**config.mk**
```make
export PLATFORM = sky130hd
export DESIGN_NAME = extended_gcd_unit
export DESIGN_NICKNAME = d
export VERILOG_FILES = /design/src/design/egcd_pkg.sv /design/src/design/egcd_dpath.sv /design/src/design/egcd_ctrl.sv /design/src/design/extended_gcd_unit.sv
export SDC_FILE = /design/constraint.sdc
export NUM_CORES = 1
export LEC_CHECK = 0
export BUFFER_PORTS_ARGS = -buffer_cell sky130_fd_sc_hd__buf_2
export CORE_UTILIZATION = 49
export CTS_CLUSTER_DIAMETER = 200
export DETAILED_ROUTE_END_ITERATION = 8
export MAX_ROUTING_LAYER = met4
export PLACE_DENSITY = 0.67
export SLEW_MARGIN = 20
export SYNTH_ARGS = -nofsm -noshare
export SYNTH_HDL_FRONTEND = slang
export SYNTH_SLANG_ARGS = --single-unit
```
**constraint.sdc**
```tcl
create_clock -name clock -period 20.5 [get_ports clock]
set_clock_uncertainty 0.2 [all_clocks]
set_input_delay 2.05 -clock clock [delete_from_list [all_inputs] [get_ports clock]]
set_output_delay 2.05 -clock clock [all_outputs]
set_load 0.02 [all_outputs]
```
**src/design/egcd_pkg.sv**
```systemverilog
// Shared types and constants for the extended GCD unit.
package egcd_pkg;

   localparam int DATA_W = 32;
   localparam int MAG_W  = DATA_W - 1;
   localparam int CNT_W  = $clog2(MAG_W);

   typedef struct packed {
      logic signed [DATA_W-1:0] operand_a;
      logic signed [DATA_W-1:0] operand_b;
   } req_type;

   typedef struct packed {
      logic        [MAG_W-1:0]  divisor;
      logic signed [DATA_W-1:0] coeff_a;
      logic signed [DATA_W-1:0] coeff_b;
      logic                     range_error;
   } rsp_type;

   // controller to datapath
   typedef struct packed {
      logic load;
      logic div_init;
      logic div_step;
      logic update;
   } cmd_type;

   // datapath to controller
   typedef struct packed {
      logic loop_done;
      logic div_last;
   } sts_type;

endpackage

```
**src/design/egcd_dpath.sv**
```systemverilog
// Datapath: operand magnitudes, remainders, Bezout coefficients and bit-serial divider.
module egcd_dpath (
   input  logic              clock,
   input  egcd_pkg::req_type req_data,
   input  egcd_pkg::cmd_type cmd,
   output egcd_pkg::sts_type sts,
   output egcd_pkg::rsp_type result
);

   localparam int DW = egcd_pkg::DATA_W;
   localparam int MW = egcd_pkg::MAG_W;
   localparam int CW = egcd_pkg::CNT_W;

   logic          a_neg_ff, a_neg_in;
   logic          b_neg_ff, b_neg_in;
   logic          err_ff, err_in;
   logic [MW-1:0] r0_ff, r0_in, r1_ff, r1_in;
   logic [MW-1:0] rem_ff, rem_in, dvd_ff, dvd_in;
   logic [DW-1:0] s0_ff, s0_in, s1_ff, s1_in;
   logic [DW-1:0] t0_ff, t0_in, t1_ff, t1_in;
   logic [DW-1:0] sacc_ff, sacc_in, tacc_ff, tacc_in;
   logic [CW-1:0] cnt_ff, cnt_in;

   logic [DW-1:0] min_val;
   logic [DW-1:0] neg_a, neg_b;
   logic [MW:0]   trial, diff;
   logic          qbit;

   assign min_val = {1'b1, {(DW-1){1'b0}}};
   assign neg_a   = DW'(0) - req_data.operand_a;
   assign neg_b   = DW'(0) - req_data.operand_b;

   // one restoring-division step; quotient bit folds into the coefficient accumulators
   assign trial = {rem_ff, dvd_ff[MW-1]};
   assign diff  = trial - {1'b0, r1_ff};
   assign qbit  = trial >= {1'b0, r1_ff};

   always_comb begin
      a_neg_in = a_neg_ff;
      b_neg_in = b_neg_ff;
      err_in   = err_ff;
      r0_in    = r0_ff;
      r1_in    = r1_ff;
      rem_in   = rem_ff;
      dvd_in   = dvd_ff;
      s0_in    = s0_ff;
      s1_in    = s1_ff;
      t0_in    = t0_ff;
      t1_in    = t1_ff;
      sacc_in  = sacc_ff;
      tacc_in  = tacc_ff;
      cnt_in   = cnt_ff;
      if (cmd.load) begin
         a_neg_in = req_data.operand_a[DW-1];
         b_neg_in = req_data.operand_b[DW-1];
         err_in   = (req_data.operand_a == min_val) || (req_data.operand_b == min_val);
         r0_in    = req_data.operand_a[DW-1] ? neg_a[MW-1:0] : req_data.operand_a[MW-1:0];
         r1_in    = req_data.operand_b[DW-1] ? neg_b[MW-1:0] : req_data.operand_b[MW-1:0];
         s0_in    = DW'(1);
         s1_in    = '0;
         t0_in    = '0;
         t1_in    = DW'(1);
      end
      if (cmd.div_init) begin
         rem_in  = '0;
         dvd_in  = r0_ff;
         sacc_in = '0;
         tacc_in = '0;
         cnt_in  = CW'(MW - 1);
      end
      if (cmd.div_step) begin
         rem_in  = qbit ? diff[MW-1:0] : trial[MW-1:0];
         dvd_in  = {dvd_ff[MW-2:0], 1'b0};
         sacc_in = {sacc_ff[DW-2:0], 1'b0} - (qbit ? s1_ff : '0);
         tacc_in = {tacc_ff[DW-2:0], 1'b0} - (qbit ? t1_ff : '0);
         cnt_in  = cnt_ff - CW'(1);
      end
      if (cmd.update) begin
         r0_in = r1_ff;
         r1_in = rem_ff;
         s0_in = s1_ff;
         s1_in = s0_ff + sacc_ff;
         t0_in = t1_ff;
         t1_in = t0_ff + tacc_ff;
      end
   end

   always_ff @(posedge clock) begin
      a_neg_ff <= a_neg_in;
      b_neg_ff <= b_neg_in;
      err_ff   <= err_in;
      r0_ff    <= r0_in;
      r1_ff    <= r1_in;
      rem_ff   <= rem_in;
      dvd_ff   <= dvd_in;
      s0_ff    <= s0_in;
      s1_ff    <= s1_in;
      t0_ff    <= t0_in;
      t1_ff    <= t1_in;
      sacc_ff  <= sacc_in;
      tacc_ff  <= tacc_in;
      cnt_ff   <= cnt_in;
   end

   assign sts.loop_done = err_ff || (r1_ff == '0);
   assign sts.div_last  = (cnt_ff == '0);

   always_comb begin
      result.range_error = err_ff;
      result.divisor     = err_ff ? '0 : r0_ff;
      result.coeff_a     = err_ff ? '0 : (a_neg_ff ? DW'(0) - s0_ff : s0_ff);
      result.coeff_b     = err_ff ? '0 : (b_neg_ff ? DW'(0) - t0_ff : t0_ff);
   end

endmodule

```
**src/design/egcd_ctrl.sv**
```systemverilog
// Controller: sequences Euclid iterations and the bit-serial division steps.
module egcd_ctrl (
   input  logic              clock,
   input  logic              reset,
   input  logic              req_valid,
   output logic              req_ready,
   input  logic              out_free,
   output logic              out_load,
   input  egcd_pkg::sts_type sts,
   output egcd_pkg::cmd_type cmd
);

   localparam logic [2:0] ST_IDLE = 3'd0;
   localparam logic [2:0] ST_TEST = 3'd1;
   localparam logic [2:0] ST_DIV  = 3'd2;
   localparam logic [2:0] ST_UPD  = 3'd3;
   localparam logic [2:0] ST_FIN  = 3'd4;

   logic [2:0] state_ff, state_in;

   assign req_ready = (state_ff == ST_IDLE);

   always_comb begin
      state_in = state_ff;
      cmd      = '0;
      out_load = 1'b0;
      unique case (state_ff)
         ST_IDLE: begin
            if (req_valid) begin
               cmd.load = 1'b1;
               state_in = ST_TEST;
            end
         end
         ST_TEST: begin
            if (sts.loop_done) begin
               state_in = ST_FIN;
            end else begin
               cmd.div_init = 1'b1;
               state_in     = ST_DIV;
            end
         end
         ST_DIV: begin
            cmd.div_step = 1'b1;
            if (sts.div_last) begin
               state_in = ST_UPD;
            end
         end
         ST_UPD: begin
            cmd.update = 1'b1;
            state_in   = ST_TEST;
         end
         ST_FIN: begin
            // hold until the output register can take the result
            if (out_free) begin
               out_load = 1'b1;
               state_in = ST_IDLE;
            end
         end
         default: begin
            state_in = ST_IDLE;
         end
      endcase
   end

   always_ff @(posedge clock) begin
      if (reset) begin
         state_ff <= ST_IDLE;
      end else begin
         state_ff <= state_in;
      end
   end

endmodule

```
**src/design/extended_gcd_unit.sv**
```systemverilog
// Top level of the extended GCD unit: controller, datapath and result register.
// Each item runs the extended Euclidean algorithm on |operand_a| and |operand_b| one item at a
// time. Every Euclid iteration is one loop test, a one-bit-per-cycle restoring divider that also
// accumulates both coefficient updates, and one register update. An item takes at most 45
// iterations for 31-bit magnitudes, none when operand_b is zero or an operand is out of range,
// and one when only operand_a is zero. The result sits in an output register, so the next
// item is accepted while the previous result waits for transfer; a finished item holds until
// that register is free.
module extended_gcd_unit (
   input  logic              clock,
   input  logic              reset,
   input  logic              req_valid,
   output logic              req_ready,
   input  egcd_pkg::req_type req_data,
   output logic              rsp_valid,
   input  logic              rsp_ready,
   output egcd_pkg::rsp_type rsp_data
);

   egcd_pkg::cmd_type cmd;
   egcd_pkg::sts_type sts;
   egcd_pkg::rsp_type result;
   logic              out_free;
   logic              out_load;
   logic              rsp_valid_ff, rsp_valid_in;
   egcd_pkg::rsp_type rsp_ff;

   assign out_free = !rsp_valid_ff || rsp_ready;

   egcd_ctrl u_ctrl (
      .clock     (clock),
      .reset     (reset),
      .req_valid (req_valid),
      .req_ready (req_ready),
      .out_free  (out_free),
      .out_load  (out_load),
      .sts       (sts),
      .cmd       (cmd)
   );

   egcd_dpath u_dpath (
      .clock    (clock),
      .req_data (req_data),
      .cmd      (cmd),
      .sts      (sts),
      .result   (result)
   );

   always_comb begin
      rsp_valid_in = rsp_valid_ff;
      if (out_load) begin
         rsp_valid_in = 1'b1;
      end else if (rsp_ready) begin
         rsp_valid_in = 1'b0;
      end
   end

   always_ff @(posedge clock) begin
      if (reset) begin
         rsp_valid_ff <= 1'b0;
      end else begin
         rsp_valid_ff <= rsp_valid_in;
      end
   end

   always_ff @(posedge clock) begin
      if (out_load) begin
         rsp_ff <= result;
      end
   end

   assign rsp_valid = rsp_valid_ff;
   assign rsp_data  = rsp_ff;

endmodule

```
==> results.cfg <==
[worst_setup_path]
cp_max_fo = 49
cp.arrival_ps = 6810
worstPathRequired_ps = 20630
startpoint_type = register
critPathKind = reg2reg
end_kind = register

[sta]
setup-violations-final = 0
worst_pin_slew_ps = 1060
max_slew_margin = 0.294
final-max-slew-violation-count = 0
fin_crit_ps = 6680
tns_ps = 0
final.period_utilization = 0.326
grt_setup_unrepaired = no
hold_viol_final = 0
setup_ws_ps = 13820
max_freq_ghz = 0.150
holdWs_ps = 302

[floorplan]
placementRows = 84
die_area_sq_um = 54900
start_util = 0.500
coreArea_sq_um = 53000
num_io_pins = 166
die_w_microns = 234
dieHeight_microns = 234

[min_path]
hold_class = reg2reg

[placement]
numPortBuffers = 165
hpwl_mm = 48.2
dp.cells = 3393
place_ws_ps = 13850
gp_congestion = 0.943

[layout]
fin_cells = 3477
finish.utilization = 0.556
final_nets = 2991
final_layout_size_suffix_gt1_frac = 0.106
syn_to_final_growth_pct = 11.4
diodes = 0

[grt]
grt_pass1_vias = 20012
grt_pass1_wl_mm = 107
grt_max_degree = 83
antenna_found_initial = 3
grt_overflow = 0
grt_usage = 0.254

[clock_tree]
clkSinkCount = 424
cts.clk_slew.worst_paths_ps = 60
htree_levels = 2
post-cts-setup-buffers = 0
cts-root-buf = clkbuf_16
clockBufferDepth = 3
cts-resized-gates = 0
tritoncts = done
ctsHoldBuffers = 0
insertion_delay_ps = 600
cts_made_buffers = 47

[synthesis]
synth-edff-count = 419
ys_seq_area_frac = 0.479
yosys-top-cells-area = edfxtp_1, ha_1, xor2_1
syn_avg_cell_area_sq_um = 10.1
async_flop_share = 0
syn-cell-area_sq_um = 26500
synth_cell_type_count = 76
synth_top_area_frac = 0.475
ys_warn_count = 0
yosysTopAreaCell = edfxtp_1
syn_nets = 2861
synth_seq_cells = 424
synth_flop_cell = edfxtp_1
syn-instance-count = 2624

[detailed_routing]
drt_pass1_iterations = 6
wl_mm = 67.6
vias_per_cell = 5.92
drtIter0Drc = 1689
postRouteAntennaNets = 0
wl_per_cell_microns = 19.4
num_vias = 20578
drc_errors = 0

[pwr]
p_leak_uw = 0.0118
worst_ir_drop_vdd_mv = 0.0626
powerDensity_nw_per_um2 = 83.9

[outcome]
status = finished, final reports clean

[run]
maxCapViolations = 0
-- synth_stat cells, drive strengths merged, types with 28 or more instances --
cell type    n
inv         90
o21bai      28
and3        80
clkbuf      91
nor3        50
a21o        74
nor2b       49
nand3       29
ha         164
or3         37
xor2       155
nand2      293
o21ai      184
nand2b      42
o31ai       40
a21oi      160
nor2       241
edfxtp     419
xnor2       70
a22o        30
o21a        35
-- power breakdown --
part	internal [uW]	switching (uW)
clock	485	365
sequential	1030	46.4
combinational	211	336
-- final timing paths --
| path | depth (start not counted) | to | slack [ps] | startpoint |
|---|---|---|---|---|
| min | 2 | u_dpath.dvd_ff[0] | 300 | u_dpath.dvd_ff[0] |
| max reg2reg | 22 | u_dpath.tacc_ff[30] | 13820 | u_dpath.r1_ff[15] |
| max | 22 | u_dpath.tacc_ff[30] | 13820 | u_dpath.r1_ff[15] |
| min reg2reg | 2 | u_dpath.dvd_ff[0] | 300 | u_dpath.dvd_ff[0] |
-- critical path, stage by stage, from the launching register on --
cell and delay, ps:
edfxtp_1 450, inv_1 80, ha_1 370, nand2_1 70
o21ai_0 450, o2111ai_1 260, a211oi_1 240, o21ai_0 120
buf_4 200, nand2_4 410, buf_4 570, nand2_1 190
fa_1 460, a211o_1 350, a21oi_1 210, o221ai_1 280
o221ai_1 270, o21ai_0 230, a21oi_1 260, a31oi_1 160
o31ai_1 300, xor2_1 180, nor2_1 50
-- sequential cells by signal, summed over array words and instances (netlist names), 31 cells and up --
register         count
rsp_data            96
u_dpath.dvd_ff      31
u_dpath.r0_ff       31
u_dpath.r1_ff       31
u_dpath.rem_ff      31
u_dpath.s0_ff       32
u_dpath.s1_ff       32
u_dpath.sacc_ff     32
u_dpath.t0_ff       32
u_dpath.t1_ff       32
u_dpath.tacc_ff     32
-- layout make-up --
class | count | area (sq um)
Inverter | 90 | 338
Clock buffer | 52 | 1190
Timing Repair Buffer | 184 | 968
Multi-Input combinational cell | 2007 | 13100
Fill cell | 4650 | 23500
Tap cell | 688 | 861
Sequential cell | 424 | 12700
Clock inverter | 32 | 323
-- layer usage --
metal | vias up | share of wire | track usage | wire (microns)
met5 | - | 0 | - | 0
met4 | 0 | 0.027 | 0.0784 | 1790
met3 | 109 | 0.054 | 0.0288 | 3650
met2 | 546 | 0.47 | 0.406 | 31700
met1 | 10030 | 0.45 | 0.339 | 30400
li1 | 9893 | - | - | -
-- cell families after synthesis --
logic type | Yosys count | synth area share
adders and majority gates | 169 | 0.0813
AOI/OAI and AO/OA | 669 | 0.162
muxes | 11 | 0.00421
buffers and inverters | 193 | 0.0274
DFF | 424 | 0.479
and+or+nand+nor | 933 | 0.171
xor gates and xnor gates | 225 | 0.0745
-- placed cells by master, fill, tap and decap left out, types with 9 or more instances in the layout --
| master | synthesis | routed |
|---|---|---|
| edfxtp_1 | 419 | 419 |
| nand2_1 | 293 | 291 |
| nor2_1 | 241 | 241 |
| o21ai_0 | 181 | 180 |
| buf_2 | 0 | 165 |
| ha_1 | 164 | 164 |
| a21oi_1 | 160 | 160 |
| xor2_1 | 155 | 155 |
| inv_1 | 90 | 90 |
| and3_1 | 80 | 79 |
| a21o_1 | 74 | 74 |
| xnor2_1 | 70 | 70 |
| nor3_1 | 50 | 50 |
| nor2b_1 | 49 | 48 |
| clkbuf_16 | 0 | 47 |
| nand2b_1 | 41 | 41 |
| o31ai_1 | 40 | 40 |
| o21a_1 | 35 | 35 |
| or3_1 | 33 | 33 |
| a22o_1 | 30 | 30 |
| nand3_1 | 29 | 29 |
| o21bai_1 | 28 | 28 |
| nand4_1 | 20 | 20 |
| a211oi_1 | 19 | 19 |
| nor4_1 | 19 | 19 |
| a31oi_1 | 19 | 19 |
| buf_4 | 0 | 19 |
| o41ai_1 | 18 | 18 |
| or4_1 | 16 | 16 |
| a21boi_0 | 11 | 11 |
| clkinv_2 | 0 | 11 |
| mux2i_1 | 10 | 10 |
| nand3b_1 | 10 | 10 |
| or2_2 | 10 | 9 |
| clkinv_1 | 0 | 9 |
-- stage by stage --
step / area [sq um] / power (uW)
2_1_floorplan: 26500 / 1510
3_3_place_gp: 28000 / 1620
3_5_place_dp: 28000 / 1630
4_1_cts: 29500 / 2480
5_1_grt: 29500 / 2590
6_report: 29500 / 2470
No activity file was read; power rests on OpenSTA's default activity.
